`src/rtl/lpd_pkg.sv`:
```
// shared constants and types for the 3x3 local peak detector
package lpd_pkg;

  localparam int CFG_DATA_W = 32;
  localparam int CFG_ADDR_W = 4;
  localparam int THR_W      = 16;
  localparam int DIM_W      = 11;
  localparam int DIM_MIN    = 3;
  localparam int Q_DEPTH    = 4;
  localparam int WIN_TAPS   = 9;

  localparam logic [1:0] REG_THRESHOLD = 2'd0;
  localparam logic [1:0] REG_ROW_COUNT = 2'd1;
  localparam logic [1:0] REG_COL_COUNT = 2'd2;

  localparam logic KIND_PEAK = 1'b0;
  localparam logic KIND_EOF  = 1'b1;

  typedef struct packed {
    logic check;
    logic eof;
  } lpd_flags_t;

endpackage

```
`src/rtl/lpd_back.sv`:
```
// back end: neighbourhood compare and result output register
module lpd_back
  import lpd_pkg::*;
#(
  parameter int MAX_DIM     = 1024,
  parameter int SAMPLE_BITS = 16
) (
  input  logic                              clk,
  input  logic                              rst_n,
  input  logic signed [THR_W-1:0]           threshold,
  input  logic                              q_valid,
  output logic                              q_pop,
  input  lpd_flags_t                        q_flags,
  input  logic [$clog2(MAX_DIM)-1:0]        q_row,
  input  logic [$clog2(MAX_DIM)-1:0]        q_col,
  input  logic [WIN_TAPS*SAMPLE_BITS-1:0]   q_win,
  output logic                              out_valid,
  input  logic                              out_ready,
  output logic                              out_kind,
  output logic [$clog2(MAX_DIM)-1:0]        out_row,
  output logic [$clog2(MAX_DIM)-1:0]        out_col,
  output logic [SAMPLE_BITS-1:0]            out_value
);

  localparam int IDX_W = $clog2(MAX_DIM);
  localparam int CMP_W = (SAMPLE_BITS > THR_W) ? SAMPLE_BITS : THR_W;

  logic signed [SAMPLE_BITS-1:0] nb [WIN_TAPS];
  logic signed [CMP_W-1:0]       ctr_ext, thr_ext;

  logic                   out_valid_r, out_kind_r, eof_pend_r;
  logic [IDX_W-1:0]       out_row_r, out_col_r;
  logic [SAMPLE_BITS-1:0] out_value_r;

  logic is_peak, slot_free, emit_peak, emit_eof, load;

  always_comb begin
    for (int k = 0; k < WIN_TAPS; k++) begin
      nb[k] = q_win[k*SAMPLE_BITS +: SAMPLE_BITS];
    end
  end

  assign ctr_ext = CMP_W'(nb[4]);
  assign thr_ext = CMP_W'(threshold);

  // strict on the left column and above, non-strict on the right column and below
  assign is_peak = (ctr_ext > thr_ext)
                && (nb[4] >  nb[0]) && (nb[4] >  nb[3]) && (nb[4] >  nb[6])
                && (nb[4] >  nb[1]) && (nb[4] >= nb[7]) && (nb[4] >= nb[2])
                && (nb[4] >= nb[5]) && (nb[4] >= nb[8]);

  assign slot_free = !out_valid_r || out_ready;
  assign emit_peak = q_valid && q_flags.check && is_peak && !eof_pend_r;
  assign emit_eof  = q_valid && q_flags.eof && (eof_pend_r || !(q_flags.check && is_peak));
  assign load      = slot_free && (emit_peak || emit_eof);
  assign q_pop     = q_valid && ((load && !(emit_peak && q_flags.eof))
                              || (!emit_peak && !emit_eof));

  always_ff @(posedge clk) begin
    if (!rst_n) begin
      out_valid_r <= 1'b0;
      eof_pend_r  <= 1'b0;
    end else begin
      if (load) begin
        out_valid_r <= 1'b1;
      end else if (out_ready) begin
        out_valid_r <= 1'b0;
      end
      if (q_pop) begin
        eof_pend_r <= 1'b0;
      end else if (load && emit_peak && q_flags.eof) begin
        eof_pend_r <= 1'b1;
      end
    end
  end

  always_ff @(posedge clk) begin
    if (load) begin
      if (emit_peak) begin
        out_kind_r  <= KIND_PEAK;
        out_row_r   <= q_row;
        out_col_r   <= q_col;
        out_value_r <= nb[4];
      end else begin
        out_kind_r  <= KIND_EOF;
        out_row_r   <= '0;
        out_col_r   <= '0;
        out_value_r <= '0;
      end
    end
  end

  assign out_valid = out_valid_r;
  assign out_kind  = out_kind_r;
  assign out_row   = out_row_r;
  assign out_col   = out_col_r;
  assign out_value = out_value_r;

`ifndef NO_ASSERTIONS
  a_pend_has_eof: assert property (@(posedge clk) disable iff (!rst_n)
    eof_pend_r |-> (q_valid && q_flags.eof)) else $error("pending marker without frame end");

  a_pend_after_peak: assert property (@(posedge clk) disable iff (!rst_n)
    $rose(eof_pend_r) |-> (out_valid_r && out_kind_r == KIND_PEAK))
    else $error("marker pending without a peak ahead of it");

  a_eof_leaves_marker: assert property (@(posedge clk) disable iff (!rst_n)
    (q_pop && q_flags.eof) |=> (out_valid_r && out_kind_r == KIND_EOF))
    else $error("frame end retired without a marker");
`endif

endmodule

```
`config.mk`:
```
export PLATFORM = sky130hd
export DESIGN_NAME = lpd_back
export DESIGN_NICKNAME = d
export VERILOG_FILES = /design/src/rtl/lpd_pkg.sv /design/src/rtl/lpd_back.sv
export SDC_FILE = /design/constraint.sdc
export NUM_CORES = 1
export LEC_CHECK = 0
export BUFFER_PORTS_ARGS = -buffer_cell sky130_fd_sc_hd__buf_2
export CAP_MARGIN = 20
export CORE_ASPECT_RATIO = 1.4
export CORE_MARGIN = 5
export CORE_UTILIZATION = 50
export DETAILED_ROUTE_END_ITERATION = 16
export GPL_TIMING_DRIVEN = 0
export PLACE_DENSITY = 0.87
export SLEW_MARGIN = 20
export SYNTH_ARGS = -nofsm -noshare
export SYNTH_HDL_FRONTEND = slang
export SYNTH_SLANG_ARGS = --single-unit
```
`constraint.sdc`:
```
create_clock -name clk -period 6.2 [get_ports clk]
set_input_delay 0.31 -clock clk [delete_from_list [all_inputs] [get_ports clk]]
set_output_delay 0.31 -clock clk [all_outputs]
set_load 0.01 [all_outputs]
```
==> flow_summary.yaml <==
synthesis:
  syn_area_per_cell_um2: 8.60
  syn_area_um2: 5550
  yosysWarnings: 0
  synth_fa_ha_area_share_pct: 32.4
  synth-xor-area-share_pct: 0
  synth_async_sr_flop_share_pct: 0
  synth_top_cell_area_share_pct: 32.4
  synth.distinct_cells: 53
  synth_seq_cells: 39
  synth_seq_area_share_pct: 20.7
  synthMuxAreaShare_pct: 0.406
  synth_ff_type: "edfxtp_1"
  yosys.area_share.simple_pct: 19.7
  synth_area_leaders: "ha_1, edfxtp_1, inv_1"
  syn_nets: 976
  synth_edf_count: 37
  netlist_instances: 646
  synth_compound_area_share_pct: 13.8
  synth_top_family_by_area: "adder cells"
  yosysTopAreaCell: "ha_1"
placement:
  io_buffers: 224
  hpwl_um: 13800
  globalplace.congestion: 0.908
  placed_cell_area_um2: 6890
  place_ws_ps: 2330
setup_path:
  critical_path_class: "in2reg"
  timing.rr.start: "eof_pend_r"
  crit_end: "out_kind"
  cp_cell_sequence: "buf_2, ha_1, a211oi_1, o211ai_1, o31ai_1, a31oi_1, nor4_1, nand3_1, o21ai_4, buf_16"
  critPathMaxFanout: 27
  rr_worst_depth: 7
  ff2ff_setup_slack_ps: 3590
  critical_path.top_delay_family: "compound AO/OA/AOI/OAI gates"
  cp.depth: 10
  r2r-end: "out_kind"
  critical_path_arrival_ps: 3520
  slowest_stage: "nor4_1"
  end_kind: "flop"
  crit_buf_inv: 2
  startpoint_type: "input port"
  crit_required_ps: 6190
  cp-startpoint: "q_win[69]"
  slowest_delay_ps: 740
die:
  start_util_pct: 51.1
  die_area_um2: 13300
  die_h_um: 135
  pin_count: 225
  die_w_um: 99.1
  rows: 45
  core_um2: 10900
layout:
  finalNetCount: 1208
  mostFrequentLayoutCell: "buf_2"
  register_area_um2: 1150
  drive_above_1_share_pct: 31.9
  syn_to_final_growth_pct: 27.2
  final_cell_mix: "buf_2, inv_1, ha_1"
  final_core_util_pct: 65.0
  multi_input_area_um2: 3690
  nFillCells: 929
  design_area_um2: 7060
clock_tree:
  clk_path_buf_depth: 2
  ctsHoldBuffers: 0
  post_cts_buffers: 0
  postCtsResizedCells: 0
  clock_latency_ps: 280
  cts_root_buf: "clkbuf_16"
  cts_made_buffers: 5
  path_clk_slew_ps: 50
  cts_tree: "done"
  clkSinkCount: 39
  cts.htree.levels: 2
sta:
  min_period_over_period_pct: 56.9
  drv_slew: 0
  rsz0062_at_grt: "no"
  fmax_mhz: 283
  setup_viol: 0
  clock-skew-final_ps: 4.58
  hold_violations: 0
  postLayoutSetupSlackWorst_ps: 2670
  relSlewSlack_pct: 48.8
  worstMarginPinSlew_ps: 761
  post-route-min-period_ps: 3530
routing:
  vias_per_cell: 5.40
  routedWlPerCell_um: 16.2
  num_vias: 5509
  wirelength_um: 16500
  drt_iter0_drc: 205
  dr.pass1.iters: 4
  drc: 0
  antenna_left: 0
power:
  pwr_density_cell_nw_per_um2: 137
  p_total_w: 0.000970
  ir_drop_mv: 0.139
  p_leak_nw: 3.93
hold_path:
  hold_path_class: "in2reg"
grt:
  antenna_found_initial: 1
  grt_max_degree: 28
  grt_first_pass_wirelength_um: 26000
  grt_pass1_vias: 5702
  grt.total_usage_pct: 24.3
  grt_overflow: 0
job:
  drv_cap: 0
run_status:
  status: "complete, no violations"
-- power by group --
part	internal, W	switching (W)	total [W]
Clock	0.000189	0.0000971	0.000286
Combinational	0.000162	0.000216	0.000379
Sequential	0.000302	0.00000322	0.000305
Total	0.000654	0.000317	0.000970
-- worst min-delay path, delay by kind of cell --
kind | cells | cell delay (ps)
simple gates | 1 | 70
buf+inv | 1 | 120
compound gates | 1 | 60
-- per-stage QoR --
stage | setup TNS [ps] | instances | hold slack [ps]
2_1_floorplan | 0 | 646 | 439
3_3_place_gp | -19840 | 1011 | 505
3_5_place_dp | 0 | 1012 | 509
4_1_cts | 0 | 1020 | 311
5_1_grt | 0 | 1021 | 367
6_report | 0 | 1021 | 319
-- cell families (layout without fill, tap and decap cells) --
| group | after synthesis | in the layout |
|---|---|---|
| DFF | 39 | 39 |
| muxes | 2 | 2 |
| and+or+nand+nor | 158 | 158 |
| other | 0 | 1 |
| buffers and inverters | 185 | 418 |
| adders and majority gates | 144 | 144 |
| AOI/OAI and AO/OA | 118 | 118 |
-- layer usage --
metal / routed length (um) / vias to the layer above / track usage, %
met5: 0 / - / 0
met4: 589 / 0 / 9.87
met3: 1270 / 48 / 3.67
met2: 8480 / 233 / 45.8
met1: 6170 / 2473 / 26.8
li1: - / 2755 / -
-- layout make-up --
type                    instances  area share (%)
multi-input cells             422            52.3
plain buffers                   6           0.691
diodes                          1          0.0354
clock inverters                 3           0.620
well taps                     141            2.50
clock buffers                   5            1.77
repair buffers                225            16.3
flip-flops and latches         39            16.3
inverters                     179            9.52
-- worst min path at each step --
stage               cells after the start    endpoint  slack [ps]        from
finish                                  3  eof_pend_r         320       rst_n
global route                            3  eof_pend_r         370       rst_n
CTS                                     3   out_valid         310       rst_n
detailed placement                      2  eof_pend_r         510  eof_pend_r
global placement                        2  eof_pend_r         510  eof_pend_r
floorplan                               2  eof_pend_r         440  eof_pend_r
-- registers in the layout, indices dropped and copies added (netlist names) --
signal / count
out_value: 16
eof_pend_r: 1
out_row: 10
out_valid: 1
out_col: 10
out_kind: 1
-- synthesized netlist by cell type (2+ instances only) --
cell type  count
a2111oi_0      4
a211oi_1       5
a21o_1        15
a21oi_1       41
a221oi_1       2
a31oi_1        5
and3_1         6
and4_1         8
buf_2          3
buf_6          3
dfxtp_1        2
edfxtp_1      37
ha_1         144
inv_1        179
mux2_2         2
nand2_1       15
nand2b_1       4
nand3_1       14
nand4_1       27
nor2_1         8
nor2b_1       12
nor3_1        12
nor3_2        28
nor3_4         2
nor4_1         7
o211a_1        2
o211ai_1      13
o21a_1         2
o21ai_0       15
or2_2          3
or4_1          4
(Power assumes the default switching activity.)
