[src/rtl/lpd_pkg.sv]
// shared constants and types for the 3x3 local peak detector
package lpd_pkg;

  localparam int CFG_DATA_W = 32;
  localparam int CFG_ADDR_W = 4;
  localparam int THR_W      = 16;
  localparam int DIM_W      = 11;
  localparam int DIM_MIN    = 3;
  localparam int Q_DEPTH    = 4;
  localparam int WIN_TAPS   = 9;

  localparam logic [1:0] REG_THRESHOLD = 2'd0;
  localparam logic [1:0] REG_ROW_COUNT = 2'd1;
  localparam logic [1:0] REG_COL_COUNT = 2'd2;

  localparam logic KIND_PEAK = 1'b0;
  localparam logic KIND_EOF  = 1'b1;

  typedef struct packed {
    logic check;
    logic eof;
  } lpd_flags_t;

endpackage

[src/rtl/lpd_fifo.sv]
// short request queue between front end and peak decision
module lpd_fifo
  import lpd_pkg::*;
#(
  parameter int WIDTH = 8,
  parameter int DEPTH = 4
) (
  input  logic             clk,
  input  logic             rst_n,
  input  logic             push_valid,
  output logic             push_ready,
  input  logic [WIDTH-1:0] push_data,
  output logic             pop_valid,
  input  logic             pop_ready,
  output logic [WIDTH-1:0] pop_data
);

  localparam int PTR_W = (DEPTH > 1) ? $clog2(DEPTH) : 1;
  localparam int CNT_W = $clog2(DEPTH + 1);

  logic [WIDTH-1:0] mem_r [DEPTH];
  logic [PTR_W-1:0] wr_ptr_r, rd_ptr_r;
  logic [CNT_W-1:0] count_r;
  logic             push, pop;

  assign push_ready = count_r != CNT_W'(DEPTH);
  assign pop_valid  = count_r != '0;
  assign pop_data   = mem_r[rd_ptr_r];
  assign push       = push_valid && push_ready;
  assign pop        = pop_valid && pop_ready;

  always_ff @(posedge clk) begin
    if (push) begin
      mem_r[wr_ptr_r] <= push_data;
    end
  end

  always_ff @(posedge clk) begin
    if (!rst_n) begin
      wr_ptr_r <= '0;
      rd_ptr_r <= '0;
      count_r  <= '0;
    end else begin
      if (push) begin
        wr_ptr_r <= (wr_ptr_r == PTR_W'(DEPTH - 1)) ? '0 : wr_ptr_r + PTR_W'(1);
      end
      if (pop) begin
        rd_ptr_r <= (rd_ptr_r == PTR_W'(DEPTH - 1)) ? '0 : rd_ptr_r + PTR_W'(1);
      end
      if (push && !pop) begin
        count_r <= count_r + CNT_W'(1);
      end else if (pop && !push) begin
        count_r <= count_r - CNT_W'(1);
      end
    end
  end

`ifndef NO_ASSERTIONS
  a_count_bound: assert property (@(posedge clk) disable iff (!rst_n)
    count_r <= CNT_W'(DEPTH)) else $error("queue count beyond depth");

  a_pop_nonempty: assert property (@(posedge clk) disable iff (!rst_n)
    pop_ready |-> pop_valid) else $error("pop from empty queue");

  a_empty_ptrs: assert property (@(posedge clk) disable iff (!rst_n)
    (count_r == '0) |-> (wr_ptr_r == rd_ptr_r)) else $error("empty queue with split pointers");
`endif

endmodule

[config.mk]
export PLATFORM = sky130hd
export DESIGN_NAME = lpd_fifo
export DESIGN_NICKNAME = d
export VERILOG_FILES = /design/src/rtl/lpd_pkg.sv /design/src/rtl/lpd_fifo.sv
export SDC_FILE = /design/constraint.sdc
export NUM_CORES = 1
export LEC_CHECK = 0
export BUFFER_PORTS_ARGS = -buffer_cell sky130_fd_sc_hd__buf_2
export CAP_MARGIN = 30
export CORE_MARGIN = 10
export CORE_UTILIZATION = 45
export CTS_CLUSTER_SIZE = 30
export DETAILED_ROUTE_END_ITERATION = 16
export PLACE_DENSITY = 0.67
export SLEW_MARGIN = 20
export SYNTH_ARGS = -nofsm -noshare
export SYNTH_HDL_FRONTEND = slang
export SYNTH_SLANG_ARGS = --single-unit
export TNS_END_PERCENT = 1
[constraint.sdc]
create_clock -name clk -period 2.33 [get_ports clk]
set_clock_uncertainty 0.2 [all_clocks]
set_input_delay 0.466 -clock clk [delete_from_list [all_inputs] [get_ports clk]]
set_output_delay 0.466 -clock clk [all_outputs]
set_load 0.02 [all_outputs]
==> results of run 1 <==
## metrics by stage
step	setup WS [ns]	total power, W	std cells	hold slack [ns]
finish	0.0766	0.00208	170	0.131
global route	0.0115	0.00220	170	0.107
CTS	0.00454	0.00203	168	0.117
detailed placement	-0.0627	0.00168	159	0.304
global placement	0.0537	0.00165	159	0.277
floorplan	0.00578	0.00146	93	0.268
## metal layers
| metal | vias up | routed length [um] | GRT usage (%) |
|---|---|---|---|
| li1 | 413 | - | - |
| met1 | 434 | 1080 | 9.36 |
| met2 | 18 | 1470 | 14.1 |
| met3 | 6 | 149 | 3.90 |
| met4 | 0 | 46 | 4.75 |
| met5 | - | 0 | 0 |
## placed cells by master (no fill, tap or decap)
master / instances
a21boi_2: 1
and2_1: 1
and2_4: 1
and3_2: 4
buf_12: 1
buf_2: 21
buf_4: 5
clkbuf_4: 5
clkinv_2: 2
clkinvlp_4: 1
dfxtp_1: 5
dfxtp_2: 2
dfxtp_4: 2
edfxtp_1: 32
fa_2: 1
ha_1: 5
ha_4: 1
inv_1: 2
inv_2: 1
mux2i_1: 2
mux4_2: 8
nand2_1: 5
nand3_1: 2
nand4_1: 1
nor2_1: 2
nor2b_1: 1
o21ai_0: 4
o31ai_2: 1
or3_2: 2
or3b_4: 1
xnor2_1: 1
xor2_1: 1
## flip-flops by register name, summed over array words and instances (netlist names), named ones only
name and cells:
mem_r 32, count_r 3, rd_ptr_r 2, wr_ptr_r 2
## area by class of cell
cell class | instances | area (um^2) | area share, %
Clock buffer | 5 | 37.5 | 1.95
Clock inverter | 3 | 17.5 | 0.908
Inverter | 3 | 11.3 | 0.584
Multi-Input combinational cell | 45 | 492 | 25.5
Sequential cell | 41 | 1150 | 59.7
Tap cell | 46 | 57.6 | 2.98
Timing Repair Buffer | 27 | 163 | 8.43
## timing repair
item / CTS / global route
buffers inserted: 1 / 2
pin swaps: 1 / 0
resized for setup: 4 / 5
gates cloned: 0 / 0
setup endpoints to repair: 3 / 1
endpoints found under the hold margin: 0 / 0
## how the worst min path moves through the flow
stage / startpoint / endpoint / cells after the start / slack [ns]
global placement: count_r[2]$_SDFFE_PN0P_ / count_r[2]$_SDFFE_PN0P_ / 2 / 0.28
finish: push_data[7] / mem_r[0][7]$_DFFE_PP_ / 1 / 0.13
CTS: push_data[7] / mem_r[0][7]$_DFFE_PP_ / 1 / 0.12
detailed placement: count_r[2]$_SDFFE_PN0P_ / count_r[2]$_SDFFE_PN0P_ / 2 / 0.30
global route: push_data[3] / mem_r[3][3]$_DFFE_PP_ / 1 / 0.11
floorplan: wr_ptr_r[1]$_SDFFE_PN0P_ / wr_ptr_r[1]$_SDFFE_PN0P_ / 2 / 0.27
## power groups by stage
stage                     registers (W)  clock network, W  logic (W)
final                          0.000993          0.000335   0.000750
after global routing            0.00101          0.000377   0.000815
after CTS                      0.000996          0.000346   0.000691
after detailed placement        0.00101                 0   0.000670
after global placement          0.00100                 0   0.000645
after floorplan                0.000971                 0   0.000493
## cell families (layout without fill, tap and decap cells)
group	Yosys count	after routing	synth area share, %
buffers and inverters	7	38	1.76
adders and majority gates	7	7	5.81
DFF	41	41	69.8
muxes	10	10	12.2
AOI/OAI and AO/OA	6	6	2.14
and+or+nand+nor	20	20	7.19
xor gates and xnor gates	2	2	1.07
==> flow_summary_export.csv, run 1 <==
group,metric,value,unit
synthesis,synth-seq-area-share,69.8,%
critical_path,max_stage_delay,0.42,ns
placed_design,dp_hpwl,1940,um
pwr,power_frac_comb,36.1,%
detailed_routing,wl_per_cell,16.1,um
critical_path,start_kind,"register",
clocking,clock-sinks,41,
floorplanning,initial_core_util,47.9,%
synthesis,synth_area_leaders,"edfxtp_1, dfxtp_1, mux4_2, ha_1, and3_2",
synthesis,ys_types,26,
synthesis,synth_top_cell_by_area,"edfxtp_1",
run_status,status,"completed",
critical_path,r2r_slack,0.08,ns
clocking,cts_tree,"yes",
pwr,ir_drop,485,uV
layout,drive_above_1_share,48.4,%
timing,tns,0,ns
critical_path,worstSetupEndpointType,"register",
layout,final_nets,142,
detailed_routing,viasPerCell,5.12,
layout,fin_util,56.5,%
synthesis,syn_avg_cell_area,17.6,um^2
global_routing,grt_util_all_layers,8.73,%
timing,final_hold_viol_count,0,
critical_path,critPathBufInv,1,
clocking,cts_max_level,2,
critical_path,cp_max_fo,3,
critical_path,r2r_end,"count_r[2]$_SDFFE_PN0P_",
synthesis,yosys-top-cells-count,"edfxtp_1, dfxtp_1, mux4_2, ha_1, nand2_1",
floorplanning,dieArea,6450,um^2
timing,relSlewSlack,74.7,%
clocking,numCtsBuffers,5,
pwr,p_sw_share,32.3,%
synthesis,async_flop_share,0,%
detailed_routing,first_pass_iters,4,
detailed_routing,ant_nets,0,
timing,setup_violations,0,
critical_path,cp.required,2.41,ns
detailed_routing,wl,2750,um
synthesis,ys_ff_latch,41,
critical_path,path_depth,7,
clocking,clk_path_buf_depth,2,
global_routing,grt_max_degree,14,
layout,fillCellCount,282,
critical_path,reg2reg_depth,7,
detailed_routing,route.detailed.drc,0,
timing,drv_slew,0,
placed_design,place_area,1820,um^2
synthesis,synth_top_area_share,58.8,%
clocking,clk_pin_slew,0.12,ns
timing,period_share,96.7,%
timing,worst_pin_slew,0.378,ns
timing,fin_crit,2.25,ns
clocking,cts_hold_buf,0,
critical_path,cp-startpoint,"count_r[1]$_SDFFE_PN0P_",
critical_path,crit_family,"adder cells",
floorplanning,num_io_pins,22,
timing,rsz0062_at_grt,"false",
critical_path,crit_type,"register to register",
critical_path,critical-path-slowest-cell,"or3_2",
floorplanning,die_x,80.3,um
global_routing,antenna_found_initial,0,
synthesis,netlist_area,1640,um^2
pwr,p_clk_share,16.1,%
global_routing,grt_overflow_total,0,
critical_path,crit_end,"count_r[2]$_SDFFE_PN0P_",
detailed_routing,drt_iter0_drc,41,
floorplanning,dieHeight,80.3,um
run,cap_viol_max_count,0,
pwr,p_per_area,1080,nW/um^2
timing,clock.fmax,0.444,GHz
floorplanning,fp.coreArea,3420,um^2
synthesis,synthCells,93,
worst_hold_path,worst_hold_path_type,"input pin to register",
critical_path,arrival,2.33,ns
clocking,ctsRootBufferMaster,"clkbuf_4",
placed_design,port_buffers,21,
floorplanning,num_rows,21,
pwr,leakagePower,0.701,nW
clocking,insertion_delay,0.34,ns
critical_path,reg2reg_from,"count_r[1]$_SDFFE_PN0P_",
pwr,pwr-share-seq,47.8,%
synthesis,ys.warnings.count,0,
layout,num_antenna_cells,0,
synthesis,synth.most_common_cell,"edfxtp_1",
synthesis,synthesis.nets,112,
pwr,intPower,0.00141,W
synthesis,synthFlopType,"edfxtp_1",
synthesis,synth_edf_count,32,
critical_path,cp_cell_sequence,"o31ai_2 > ha_4 > inv_2 > fa_2 > xor2_1 > or3_2 > a21boi_2",
global_routing,grt_pass1_wl,4200,um
placed_design,place.gp.congestion,0.715,
global_routing,grt_pass1_vias,895,
layout,design_area,1930,um^2
detailed_routing,vias,871,
layout,area_growth,18.0,%
pwr,switchingPower,0.000671,W
No activity file was read; power rests on OpenSTA's default activity.
==> inputs of run 2 (changes only) <==
CORE_UTILIZATION = 25   (was 45)
PLACE_DENSITY = 0.43   (was 0.67)
==> run 2 against run 1 <==
Net effect:
- non-clock buffer count increased by 1
- critical endpoint unchanged
- total power increased by 10%
- via count increased by 0.23%
- critical path depth increased by 1
==> flow_summary_export.csv, run 2 (synthesis results as in run 1) <==
group,metric,value,unit
run_status,status,"completed",
detailed_routing,viasPerCell,4.30,
global_routing,grt_util_all_layers,5.99,%
pwr,leakagePower,0.726,nW
detailed_routing,wl_per_cell,15.0,um
pwr,ir_drop,392,uV
layout,largestRegisters,"mem_r: 32 flops, count_r: 3 flops",
run,cap_viol_max_count,0,
worst_hold_path,worst_hold_path_type,"input pin to register",
pwr,power_frac_comb,32.3,%
detailed_routing,first_pass_iters,4,
detailed_routing,drt_iter0_drc,27,
layout,final_nets,143,
layout,layout_common_cells,"edfxtp_1, buf_2, mux4_2",
clocking,clock-sinks,41,
clocking,cts_tree,"yes",
floorplanning,die_x,101,um
critical_path,cp.required,2.34,ns
critical_path,worstSetupEndpointType,"register",
layout,drive_above_1_share,46.4,%
detailed_routing,wl,3060,um
worst_hold_path,hold_path_depth,1,
global_routing,grt_pass1_wl,4620,um
floorplanning,num_rows,29,
pwr,pwr-share-seq,43.6,%
placed_design,dp_hpwl,2140,um
timing,final_hold_viol_count,0,
timing,period_share,98.5,%
timing,tns,0,ns
critical_path,arrival,2.31,ns
worst_hold_path,hold_start,"push_data[1]",
global_routing,grt_overflow_total,0,
pwr,p_clk_share,24.1,%
clocking,insertion_delay,0.28,ns
floorplanning,dieArea,10200,um^2
layout,fillCellCount,606,
critical_path,reg2reg_depth,8,
floorplanning,fp.coreArea,6350,um^2
layout,fin_util,32.0,%
critical_path,reg2reg_from,"count_r[1]$_SDFFE_PN0P_",
critical_path,crit_type,"register to register",
global_routing,met1_usage,7.24,%
clocking,numCtsBuffers,5,
layout,final_common_cell,"edfxtp_1",
clocking,clk_path_buf_depth,2,
timing,worst_pin_slew,0.451,ns
clocking,cts_max_level,2,
global_routing,grt_max_degree,14,
pwr,intPower,0.00160,W
timing,fin_crit,2.30,ns
critical_path,cp_max_fo,5,
layout,largest_reg_flops,32,
layout,area_growth,24.2,%
timing,relSlewSlack,69.9,%
global_routing,antenna_found_initial,1,
floorplanning,num_io_pins,22,
pwr,p_per_area,1130,nW/um^2
critical_path,start_kind,"register",
timing,drv_slew,0,
critical_path,r2r_end,"count_r[2]$_SDFFE_PN0P_",
timing,setup_violations,0,
global_routing,grt_pass1_vias,905,
detailed_routing,vias,873,
floorplanning,dieHeight,101,um
critical_path,r2r_slack,0.03,ns
global_routing,grt.busiest_layer,"met2",
placed_design,port_buffers,21,
detailed_routing,route.detailed.drc,0,
clocking,ctsRootBufferMaster,"clkbuf_8",
placed_design,place.gp.congestion,0.684,
detailed_routing,ant_nets,0,
floorplanning,initial_core_util,25.8,%
global_routing,use_met2,8.99,%
pwr,p_sw_share,30.2,%
layout,regMostFlops,"mem_r",
clocking,clk_pin_slew,0.08,ns
timing,clock.fmax,0.436,GHz
pwr,switchingPower,0.000693,W
worst_hold_path,hold_end,"mem_r[2][1]$_DFFE_PP_",
clocking,cts_hold_buf,0,
global_routing,use_met3,3.22,%
[run 2: changes by cell type in the layout (fill, tap and decap cells not counted), sizes merged]
| cell | before | now |
|---|---|---|
| bufinv | 0 | 1 |
| diode | 0 | 1 |
| clkinv | 2 | 1 |
| buf | 27 | 28 |
[run 2: power groups by stage]
| stage | Clock (W) | Sequential (W) | Combinational, W |
|---|---|---|---|
| final | 0.000553 | 0.00100 | 0.000740 |
| after global placement | 0 | 0.000996 | 0.000662 |
| after detailed placement | 0 | 0.00100 | 0.000677 |
| after global routing | 0.000598 | 0.00101 | 0.000821 |
| after CTS | 0.000570 | 0.000988 | 0.000681 |
| after floorplan | 0 | 0.000971 | 0.000493 |
[run 2: worst max-delay path: stages, from the launching register on]
cell and delay [ns]:
dfxtp_4 0.37, or3b_4 0.40, and2_4 0.17, ha_4 0.16
inv_1 0.07, fa_2 0.19, xor2_1 0.07, or3_2 0.43
a21boi_2 0.16
[run 2: routing by layer]
metal	vias up	share of wire (%)
li1	418	-
met1	430	44
met5	-	0
met2	21	48
met4	0	0.72
met3	4	6.9
[run 2: timing repair]
item	4_1_cts	5_1_grt
pin swaps	1	2
setup buffers	0	2
gates resized for setup	0	9
endpoints found under the setup margin	1	1
[run 2: stage by stage]
step	hold slack, ns	std cells	power (W)	area [um^2]	worst slack, ns
finish	0.194	203	0.00229	2030	0.0339
global route	0.183	202	0.00243	2030	-0.0449
global placement	0.282	192	0.00166	1870	0.0850
floorplan	0.268	93	0.00146	1650	0.00578
detailed placement	0.294	192	0.00168	1870	0.0152
CTS	0.182	200	0.00224	1980	0.0125
[run 2: how the worst max path moves through the flow]
stage / from / slack, ns / end
after floorplan: count_r[1]$_SDFFE_PN0P_ / 0.006 / count_r[2]$_SDFFE_PN0P_
after global placement: pop_ready / 0.08 / count_r[2]$_SDFFE_PN0P_
after detailed placement: push_valid / 0.02 / count_r[2]$_SDFFE_PN0P_
after CTS: count_r[1]$_SDFFE_PN0P_ / 0.01 / count_r[2]$_SDFFE_PN0P_
after global routing: count_r[2]$_SDFFE_PN0P_ / -0.04 / count_r[2]$_SDFFE_PN0P_
final: count_r[1]$_SDFFE_PN0P_ / 0.03 / count_r[2]$_SDFFE_PN0P_
[run 2: cell type report]
| class | instances | area [um^2] | area share (%) |
|---|---|---|---|
| diodes | 1 | 2.50 | 0.123 |
| clock buffers | 5 | 68.8 | 3.39 |
| clock inverters | 3 | 41.3 | 2.03 |
| inverters | 3 | 11.3 | 0.555 |
| multi-input cells | 45 | 500 | 24.6 |
| flip-flops and latches | 41 | 1150 | 56.7 |
| well taps | 77 | 96.3 | 4.74 |
| repair buffers | 28 | 158 | 7.76 |
